$ cat config.mk
export PLATFORM = sky130hd
export DESIGN_NAME = fcg_sequencer
export DESIGN_NICKNAME = d
export VERILOG_FILES = /design/src/design/font_cmap_glyph_lookup_assert.svh /design/src/design/fcg_pkg.sv /design/src/design/fcg_sequencer.sv
export SDC_FILE = /design/constraint.sdc
export NUM_CORES = 1
export LEC_CHECK = 0
export ABC_AREA = 1
export BUFFER_PORTS_ARGS = -buffer_cell sky130_fd_sc_hd__buf_2
export CAP_MARGIN = 20
export CORE_MARGIN = 2
export CORE_UTILIZATION = 40
export CTS_CLUSTER_SIZE = 25
export DETAILED_ROUTE_END_ITERATION = 10
export SLEW_MARGIN = 0
export SYNTH_ARGS = -nofsm -noshare
export SYNTH_HDL_FRONTEND = slang
export SYNTH_SLANG_ARGS = --single-unit
$ cat constraint.sdc
create_clock -name clk_i -period 5.23 [get_ports clk_i]
set_input_delay 0.523 -clock clk_i [delete_from_list [all_inputs] [get_ports clk_i]]
set_output_delay 0.523 -clock clk_i [all_outputs]
set_load 0.01 [all_outputs]
$ cat src/design/font_cmap_glyph_lookup_assert.svh
// Assertion macros for the character-map glyph lookup block.
`ifndef FONT_CMAP_GLYPH_LOOKUP_ASSERT_SVH
`define FONT_CMAP_GLYPH_LOOKUP_ASSERT_SVH
// Implication checked on every clock edge outside reset.
`define FCG_ASSERT_IMP(label, clk, rst_n, pre, post) \
  label: assert property (@(posedge clk) disable iff (!rst_n) (pre) |-> (post)) \
    else $error("assertion failed");
// Implication checked in the cycle after the condition.
`define FCG_ASSERT_NEXT(label, clk, rst_n, pre, post) \
  label: assert property (@(posedge clk) disable iff (!rst_n) (pre) |=> (post)) \
    else $error("assertion failed");
`endif

$ cat src/design/fcg_pkg.sv
// Package with the constants and types of the glyph lookup block.
`timescale 1ns / 1ps
package fcg_pkg;
  localparam int TableWordsDef  = 4096;
  localparam int MaxSegmentsDef = 512;
  localparam logic [1:0] FMT_BYTE    = 2'd0;
  localparam logic [1:0] FMT_HIGH    = 2'd1;
  localparam logic [1:0] FMT_SEGMENT = 2'd2;
  localparam logic [1:0] FMT_UNUSED  = 2'd3;
  localparam logic       OP_WRITE    = 1'b0;
  localparam logic       OP_LOOKUP   = 1'b1;
  localparam logic       CFG_FORMAT  = 1'b0;
  localparam logic       CFG_SEGS    = 1'b1;
  localparam logic [15:0] GlyphMissing = 16'h0000;

  typedef enum logic [3:0] {
    ST_IDLE, ST_F0, ST_F2_KEY, ST_F2_FIRST, ST_F2_COUNT, ST_F2_DELTA, ST_F2_RO,
    ST_F2_GLYPH, ST_F4_END, ST_F4_START, ST_F4_DELTA, ST_F4_RO, ST_F4_GLYPH,
    ST_DONE
  } state_e;

  // Read request from the sequencer to the table memory.
  typedef struct packed {
    logic        en;
    logic [31:0] addr;
  } rd_req_t;
endpackage

$ cat src/design/fcg_sequencer.sv
// Lookup sequencer that walks the table one memory read per step.
`timescale 1ns / 1ps
module fcg_sequencer #(
  parameter int MaxSegments = fcg_pkg::MaxSegmentsDef
) (
  input  logic             clk_i,
  input  logic             rst_ni,
  input  logic             start_i,
  input  logic [31:0]      code_i,
  input  logic [1:0]       format_i,
  input  logic [9:0]       segs_i,
  input  logic [15:0]      rdata_i,
  output fcg_pkg::rd_req_t rd_o,
  output logic             busy_o,
  output logic             done_o,
  output logic [15:0]      glyph_o
);
  localparam int SW = $clog2(MaxSegments + 1) > 10 ? $clog2(MaxSegments + 1) : 10;
  fcg_pkg::state_e state_q, state_d;
  logic [31:0] code_q;
  logic [SW-1:0] segs_q, segs_d, idx_q, idx_d;
  logic [15:0] a_q, a_d, c_q, c_d, g_q, g_d;
  logic [31:0] base_q, base_d;
  logic [15:0] lo16;
  logic [SW-1:0] segs_in;

  assign lo16 = {8'h00, code_q[7:0]};
  assign segs_in = (SW'(segs_i) > SW'(MaxSegments)) ? SW'(MaxSegments) : SW'(segs_i);

  // State and working registers.
  always_ff @(posedge clk_i or negedge rst_ni) begin
    if (!rst_ni) begin
      state_q <= fcg_pkg::ST_IDLE;
    end else begin
      state_q <= state_d;
    end
  end

  always_ff @(posedge clk_i) begin
    if (start_i) begin
      code_q <= code_i;
    end
    segs_q <= segs_d;
    idx_q  <= idx_d;
    a_q    <= a_d;
    c_q    <= c_d;
    g_q    <= g_d;
    base_q <= base_d;
  end

  // Next state, memory requests and the result.
  always_comb begin
    state_d = state_q;
    segs_d = segs_q;
    idx_d = idx_q;
    a_d = a_q;
    c_d = c_q;
    g_d = g_q;
    base_d = base_q;
    rd_o.en = 1'b0;
    rd_o.addr = 32'd0;
    case (state_q)
      fcg_pkg::ST_IDLE: begin
        if (start_i) begin
          g_d = fcg_pkg::GlyphMissing;
          segs_d = segs_in;
          idx_d = '0;
          case (format_i)
            fcg_pkg::FMT_BYTE: begin
              if (code_i > 32'hFF) begin
                state_d = fcg_pkg::ST_DONE;
              end else begin
                rd_o.en = 1'b1;
                rd_o.addr = 32'd3 + {1'b0, code_i[31:1]};
                state_d = fcg_pkg::ST_F0;
              end
            end
            fcg_pkg::FMT_HIGH: begin
              if (code_i > 32'hFFFF) begin
                state_d = fcg_pkg::ST_DONE;
              end else begin
                rd_o.en = 1'b1;
                rd_o.addr = 32'd3 + 32'(code_i[15:8]);
                state_d = fcg_pkg::ST_F2_KEY;
              end
            end
            fcg_pkg::FMT_SEGMENT: begin
              if (code_i > 32'hFFFF || segs_in == '0) begin
                state_d = fcg_pkg::ST_DONE;
              end else begin
                rd_o.en = 1'b1;
                rd_o.addr = 32'd7;
                state_d = fcg_pkg::ST_F4_END;
              end
            end
            default: state_d = fcg_pkg::ST_DONE;
          endcase
        end
      end
      fcg_pkg::ST_F0: begin
        g_d = code_q[0] ? {8'h00, rdata_i[7:0]} : {8'h00, rdata_i[15:8]};
        state_d = fcg_pkg::ST_DONE;
      end
      fcg_pkg::ST_F2_KEY: begin
        base_d = 32'd259 + 32'({rdata_i[15:3], 2'b00});
        rd_o.en = 1'b1;
        rd_o.addr = 32'd259 + 32'({rdata_i[15:3], 2'b00});
        state_d = fcg_pkg::ST_F2_FIRST;
      end
      fcg_pkg::ST_F2_FIRST: begin
        a_d = rdata_i;
        rd_o.en = 1'b1;
        rd_o.addr = base_q + 32'd1;
        state_d = fcg_pkg::ST_F2_COUNT;
      end
      fcg_pkg::ST_F2_COUNT: begin
        rd_o.en = 1'b1;
        rd_o.addr = base_q + 32'd2;
        if (lo16 < a_q || (lo16 - a_q) >= rdata_i) begin
          state_d = fcg_pkg::ST_DONE;
        end else begin
          state_d = fcg_pkg::ST_F2_DELTA;
        end
      end
      fcg_pkg::ST_F2_DELTA: begin
        c_d = rdata_i;
        rd_o.en = 1'b1;
        rd_o.addr = base_q + 32'd3;
        state_d = fcg_pkg::ST_F2_RO;
      end
      fcg_pkg::ST_F2_RO: begin
        rd_o.en = 1'b1;
        rd_o.addr = base_q + 32'd3 + 32'(rdata_i[15:1]) + 32'(lo16 - a_q);
        state_d = fcg_pkg::ST_F2_GLYPH;
      end
      fcg_pkg::ST_F2_GLYPH, fcg_pkg::ST_F4_GLYPH: begin
        g_d = (rdata_i == fcg_pkg::GlyphMissing) ? fcg_pkg::GlyphMissing : rdata_i + c_q;
        state_d = fcg_pkg::ST_DONE;
      end
      fcg_pkg::ST_F4_END: begin
        // One end code per cycle; the read for the next one is issued now.
        if (32'(rdata_i) >= code_q) begin
          rd_o.en = 1'b1;
          rd_o.addr = 32'd8 + 32'(segs_q) + 32'(idx_q);
          state_d = fcg_pkg::ST_F4_START;
        end else if (idx_q + 1'b1 >= segs_q) begin
          state_d = fcg_pkg::ST_DONE;
        end else begin
          idx_d = idx_q + 1'b1;
          rd_o.en = 1'b1;
          rd_o.addr = 32'd8 + 32'(idx_q);
        end
      end
      fcg_pkg::ST_F4_START: begin
        a_d = rdata_i;
        rd_o.en = 1'b1;
        rd_o.addr = 32'd8 + 32'({segs_q, 1'b0}) + 32'(idx_q);
        state_d = (code_q[15:0] < rdata_i) ? fcg_pkg::ST_DONE : fcg_pkg::ST_F4_DELTA;
      end
      fcg_pkg::ST_F4_DELTA: begin
        c_d = rdata_i;
        base_d = 32'd8 + 32'(segs_q) * 32'd3 + 32'(idx_q);
        rd_o.en = 1'b1;
        rd_o.addr = 32'd8 + 32'(segs_q) * 32'd3 + 32'(idx_q);
        state_d = fcg_pkg::ST_F4_RO;
      end
      fcg_pkg::ST_F4_RO: begin
        if (rdata_i == 16'h0000) begin
          g_d = code_q[15:0] + c_q;
          state_d = fcg_pkg::ST_DONE;
        end else begin
          rd_o.en = 1'b1;
          rd_o.addr = base_q + 32'(rdata_i[15:1]) + 32'(code_q[15:0] - a_q);
          state_d = fcg_pkg::ST_F4_GLYPH;
        end
      end
      fcg_pkg::ST_DONE: state_d = fcg_pkg::ST_IDLE;
      default: state_d = fcg_pkg::ST_IDLE;
    endcase
  end

  assign busy_o  = (state_q != fcg_pkg::ST_IDLE);
  assign done_o  = (state_q == fcg_pkg::ST_DONE);
  assign glyph_o = g_q;
endmodule

==> results.json, run 1 <==
{
  "status": "complete, no violations",
  "r2r-start": "idx_q[4]",
  "fin_crit_sh_pct": 96.43,
  "crit_fanout": 7,
  "synth_top_family_by_area": "simple AND/OR/NAND/NOR gates",
  "cts_tree": "yes",
  "track_usage_pct": 26.74,
  "final_layout_size_suffix_gt1_share_pct": 12.91,
  "pwr_density_cell_nw_per_um2": 528.9,
  "gr-total-overflow": 0,
  "vdd_drop_max_v": 0.0002899,
  "worst_pin_slew_ps": 964.2,
  "required_ps": 4710,
  "port_buffers": 113,
  "cts.path.max_buffers": 2,
  "vias_per_cell": 5.451,
  "synth_edf_count": 116,
  "layout_common_cells": "nand2_1, inv_1, nor2_1",
  "first_global_vias": 15045,
  "fp.dieArea_um2": 40970,
  "ys_seq_area_share_pct": 22.76,
  "io_pins": 114,
  "vias": 15661,
  "postSynthCellCount": 2200,
  "p_leak_nw": 8.816,
  "die_w_um": 202.4,
  "synth-xor-area-share_pct": 3.488,
  "routedWlPerCell_um": 19.14,
  "crit_start": "code_q[0]",
  "power_frac_seq_pct": 16.9,
  "clock_sinks": 120,
  "synthMuxAreaShare_pct": 0,
  "async_flop_share_pct": 3.333,
  "initialDrtViolationCount": 1408,
  "maxSlewHeadroom_pct": 35.48,
  "reg2reg_slack_ps": 1660,
  "cts-root-buf": "clkbuf_16",
  "syn_avg_cell_area_um2": 7.157,
  "synth-simple-area-share_pct": 29.28,
  "final_max_slew_viol_count": 0,
  "fin_nets": 2660,
  "fin_worst_skew_ps": 15.22,
  "ys_ff_latch": 120,
  "p_int_w": 0.004401,
  "coreArea_um2": 38740,
  "power_frac_comb_pct": 71.5,
  "fp.dieH_um": 202.4,
  "clkLatencyLatePin_ps": 440,
  "hp-start": "code_i[20]",
  "hold_class": "input port to flop",
  "switching_share_pct": 53.84,
  "worst_setup_path_start_kind": "flop",
  "num-fill-cells": 3993,
  "clk_pin_slew_ps": 60,
  "synth_compound_area_share_pct": 13.68,
  "setup_violations": 0,
  "drc": 0,
  "rsz0062_at_grt": "true",
  "fin_area_um2": 18030,
  "mostFrequentLayoutCell": "nand2_1",
  "hold_violations": 0,
  "yosys_warnings": 0,
  "synthAdderAreaFrac_pct": 22.50,
  "criticalPathCategory": "flop to primary output",
  "dpl_cell_area_um2": 16970,
  "dp_hpwl_um": 45320,
  "end_kind": "primary output",
  "grt_pass1_wl_um": 84750,
  "start_util_pct": 40.65,
  "fin_setup_tns_ps": 0,
  "period_minus_slack_ps": 5043,
  "cts_htree_levels": 4,
  "fin_util_pct": 46.54,
  "ant_nets": 0,
  "maxCapViolations": 0,
  "diodes": 0,
  "cp_data_arrival_time_ps": 4520,
  "drt-total-wl_um": 54990,
  "netlist_area_um2": 15750,
  "pwr-share-clk_pct": 11.6,
  "first_pass_iters": 6,
  "yosys.cell_types.count": 54,
  "fmax_ghz": 0.1983,
  "grt_max_degree": 35,
  "rows": 72,
  "syn_nets": 2518,
  "p_sw_w": 0.005134,
  "synth_ff_type": "edfxtp_1",
  "place_congestion": 0.9967,
  "syn2layout_area_growth_pct": 14.49,
  "antenna_found_initial": 1,
  "cts_made_buffers": 17
}
registers in the layout (all words and copies together), names as in the netlist:
register and count:
a_q 16, segs_q 10, code_q 32, idx_q 10
state_q 4, base_q 16, glyph_o 16, c_q 16
what timing repair did:
item,CTS,global route
endpoints found under the hold margin,4,0
pin swaps,0,21
endpoints found under the setup margin,23,28
gates resized for setup,6,81
buffers inserted,4,8
hold buffers,1,0
metal layers:
layer,up-vias,track usage [%],routed length [um]
li1,7709,-,-
met4,0,7.690,1436
met3,81,4.950,3838
met5,-,0,0
met2,564,42.84,24430
met1,7307,36.72,25280
per-stage QoR:
step	worst slack [ps]	std cells	hold slack [ps]	total power, W
after detailed placement	240.0	2828	336.1	0.007900
after global placement	306.5	2828	333.9	0.007839
final	186.7	2873	278.2	0.009534
after floorplan	525.4	2200	227.4	0.006001
after global routing	-104.9	2873	266.8	0.01043
after CTS	-44.84	2865	265.4	0.009073
synth_stat cells (4+ instances only):
cell	number	area share (%)
a21boi_0	4	0.19
a21o_1	11	0.52
a21oi_1	170	5.4
buf_2	4	0.13
clkbuf_1	4	0.095
dfrtp_1	4	0.64
edfxtp_1	116	22
fa_1	47	6.0
ha_1	208	17
inv_1	315	7.5
inv_2	10	0.24
nand2_1	495	12
nand2_2	16	0.64
nand2_4	4	0.29
nand3_1	186	5.9
nand3b_1	8	0.38
nand4_1	51	2.0
nor2_1	202	4.8
nor2_2	6	0.24
nor2_4	9	0.64
nor3_1	27	0.86
nor4_1	8	0.32
o211ai_1	29	1.4
o21a_1	8	0.38
o21ai_0	125	4.0
o21ai_1	5	0.16
o21bai_1	8	0.38
o22ai_1	5	0.20
or2_2	11	0.44
xnor2_1	11	0.61
xor2_1	48	2.7
final cells by class:
type	instances	area (um^2)	area share, %
timing repair buffer	138	759.5	4.213
sequential	120	3583	19.88
multi-input combinational	1739	11280	62.60
clock buffer	19	432.9	2.401
clock inverter	13	95.09	0.5275
tap	518	648.1	3.595
inverter	326	1224	6.788
worst max-delay path, stage by stage (launching register included):
cell,delay (ps)
edfxtp_1,340
inv_1,60
ha_2,200
fa_2,360
inv_1,70
nand3_1,80
nand2_2,120
a21oi_4,90
o21ai_4,190
buf_6,170
xor2_2,160
inv_1,110
fa_1,490
inv_1,70
ha_4,250
inv_1,70
o21bai_1,100
a21oi_1,190
nand2_1,150
nand2_1,100
nand2_2,90
a21oi_4,220
nand3_4,120
o211ai_1,120
buf_2,160
power by group through the flow:
stage | Sequential, W | Clock [W] | Combinational (W)
6_report | 0.00161 | 0.00111 | 0.00682
5_1_grt | 0.00164 | 0.00116 | 0.00763
4_1_cts | 0.00161 | 0.00112 | 0.00634
3_5_place_dp | 0.00163 | 0 | 0.00627
3_3_place_gp | 0.00162 | 0 | 0.00622
2_1_floorplan | 0.00158 | 0 | 0.00442
final timing paths:
kind                            cells past startpoint          to
worst max-delay path                               24    rd_o[25]
worst min-delay path                                1  code_q[20]
worst max register to register                     14    idx_q[2]
worst min register to register                      3  glyph_o[0]
max in group asynchronous                           2  state_q[2]
min in group asynchronous                           2  state_q[0]
logic make-up after synthesis:
logic type	after synthesis
AND/OR/NAND/NOR	1038
AO/OA/AOI/OAI	385
buffers and inverters	341
adder cells (fa/ha/maj)	255
flip-flops	120
XOR/XNOR	61
Power figures use the tool's default switching activity.
==> inputs of run 2 (changes only) <==
Settings changed: CELL_PAD_IN_SITES_DETAIL_PLACEMENT set to 1, CELL_PAD_IN_SITES_GLOBAL_PLACEMENT set to 1, PLACE_DENSITY_LB_ADDON set to 0.1.
Clock period 5.23 ns to 5.3 ns, I/O delays scaled along.
==> run 2 against run 1 <==
Net effect:
- core utilization grew 0.50 points
- clock skew is 5.5 ps lower
- non-clock buffer count rose by 13
- design area grew 1.1%
- critical endpoint is now rd_o[14]
- first-iteration DRC count down 25%
- clock power is 11% higher
- critical path type unchanged
- combinational power increased by 3.1%
- cell count rose by 0.45%
- largest cell class unchanged
- wire length up 10%
==> results.json, run 2 (synthesized netlist as in run 1, its figures left out) <==
{
  "fin_worst_skew_ps": 9.694,
  "path_delay_family": "simple AND/OR/NAND/NOR gates",
  "criticalPathCategory": "flop to primary output",
  "coreArea_um2": 38740,
  "first_pass_iters": 5,
  "maxSlewHeadroom_pct": 35.38,
  "p_leak_nw": 8.913,
  "crit_fanout": 5,
  "antenna_found_initial": 0,
  "critPathBufInv": 2,
  "timing.hold.ws_ps": 280.2,
  "fp.dieArea_um2": 40970,
  "initialDrtViolationCount": 1060,
  "start_util_pct": 40.65,
  "cts_made_buffers": 17,
  "syn2layout_area_growth_pct": 15.72,
  "cts_tree": "yes",
  "pwr_density_cell_nw_per_um2": 539.9,
  "dp_hpwl_um": 50100,
  "worst_pin_slew_ps": 967.0,
  "num-fill-cells": 5012,
  "rsz0062_at_grt": "true",
  "maxCapViolations": 0,
  "r2r-start": "idx_q[3]",
  "drt-total-wl_um": 60620,
  "busiest_layer": "met2",
  "setup_violations": 0,
  "max_stage_delay_ps": 500,
  "grt_max_degree": 35,
  "grt_util_met1_pct": 39.81,
  "clock_sinks": 120,
  "crit_cells": 18,
  "vias": 16057,
  "io_pins": 114,
  "cts-root-buf": "clkbuf_16",
  "critPathSlowestCell": "edfxtp_1",
  "cp_cell_sequence": "ha_4 > nand3_1 > o211ai_2 > nand2_1 > nand2_2 > xor2_2 > buf_4 > fa_1 > ha_1 > a21oi_1 > o21a_1 > nand3_2 > nand2_1 > nand2_1 > or2_2 > nand3_1 > nand3_1 > buf_2",
  "required_ps": 4770,
  "routedWlPerCell_um": 21.00,
  "r2r-end": "idx_q[9]",
  "cts_htree_levels": 4,
  "fin_nets": 2673,
  "globalRouteMet2Util_pct": 50.24,
  "vias_per_cell": 5.564,
  "grt_use_met3_pct": 3.031,
  "port_buffers": 113,
  "mostFrequentLayoutCell": "nand2_1",
  "ant_nets": 0,
  "worst_setup_path_start_kind": "flop",
  "end_kind": "primary output",
  "cts.path.max_buffers": 2,
  "r2r_cells": 15,
  "status": "complete, no violations",
  "first_global_vias": 16660,
  "period_minus_slack_ps": 5204,
  "clk_pin_slew_ps": 60,
  "cp-endpoint": "rd_o[14]",
  "reg2reg_slack_ps": 1560,
  "layout_common_cells": "nand2_1, inv_1, nor2_1",
  "hold_class": "input port to flop",
  "hold_violations": 0,
  "track_usage_pct": 29.77,
  "die_w_um": 202.4,
  "cp_data_arrival_time_ps": 4670,
  "final_layout_size_suffix_gt1_share_pct": 13.60,
  "crit_start": "code_q[2]",
  "drc": 0,
  "fin_crit_sh_pct": 98.20,
  "grt_pass1_wl_um": 93910,
  "fp.dieH_um": 202.4,
  "rows": 72,
  "diodes": 0,
  "fmax_ghz": 0.1921,
  "finalWorstSetupSlack_ps": 95.56,
  "vdd_drop_max_v": 0.0002619,
  "clkLatencyLatePin_ps": 440,
  "final_max_slew_viol_count": 0,
  "largest_register": "code_q",
  "place_congestion": 0.9580,
  "dp_slack_ps": 272.1,
  "gr-total-overflow": 0,
  "largest_reg_flops": 32
}
-- run 2: worst min path at each step --
stage | start | endpoint | slack, ps | depth (start not counted)
4_1_cts | code_i[16] | code_q[16] | 260 | 1
3_3_place_gp | rst_ni | state_q[1] | 340 | 1
6_report | code_i[16] | code_q[16] | 280 | 1
2_1_floorplan | rst_ni | state_q[0] | 230 | 0
5_1_grt | code_i[16] | code_q[16] | 260 | 1
3_5_place_dp | rst_ni | state_q[1] | 330 | 1
-- run 2: cell type report --
| type | instances | area, um^2 | share of cell area [%] |
|---|---|---|---|
| clock buffer | 18 | 429.2 | 2.355 |
| clock inverter | 14 | 166.4 | 0.9133 |
| inverter | 326 | 1224 | 6.716 |
| multi-input combinational | 1739 | 11300 | 62.02 |
| sequential | 120 | 3583 | 19.67 |
| tap | 518 | 648.1 | 3.557 |
| timing repair buffer | 151 | 869.6 | 4.772 |
-- run 2: timing repair --
action,4_1_cts,5_1_grt
endpoints found under the setup margin,20,27
hold endpoints to repair,4,0
buffers inserted,5,18
resized for setup,13,86
pin swaps,0,18
hold buffers,1,0
-- run 2: routing by layer --
metal	routed length [um]	part of all wire [%]
met1	27770	46
met2	28540	47
met3	2395	4.0
met4	1914	3.2
met5	0	0
-- run 2: report_power, final --
| part | total, W | switching [W] | internal, W |
|---|---|---|---|
| clock | 0.00123 | 0.000521 | 0.000705 |
| sequential | 0.00158 | 0.000223 | 0.00136 |
| combinational | 0.00703 | 0.00453 | 0.00249 |
-- run 2: through the flow --
step                setup TNS (ps)  instances  util [%]  cell area, um^2  total power (W)
floorplan                        0       2200         -            15750         0.005921
global placement                 0       2830     43.85            16990         0.007849
detailed placement               0       2830     43.85            16990         0.008000
CTS                         -78.70       2868     45.64            17680         0.009370
global route                -728.0       2886     47.04            18220          0.01078
finish                           0       2886     47.04            18220         0.009838
-- run 2: worst reg2reg max path, delay by kind of cell (launching register included) --
family	cells	cell delay, ps
flops	1	530
fa+ha+maj	2	480
compound gates	2	280
buf+inv	1	230
simple gates	9	1580
xor+xnor	1	340
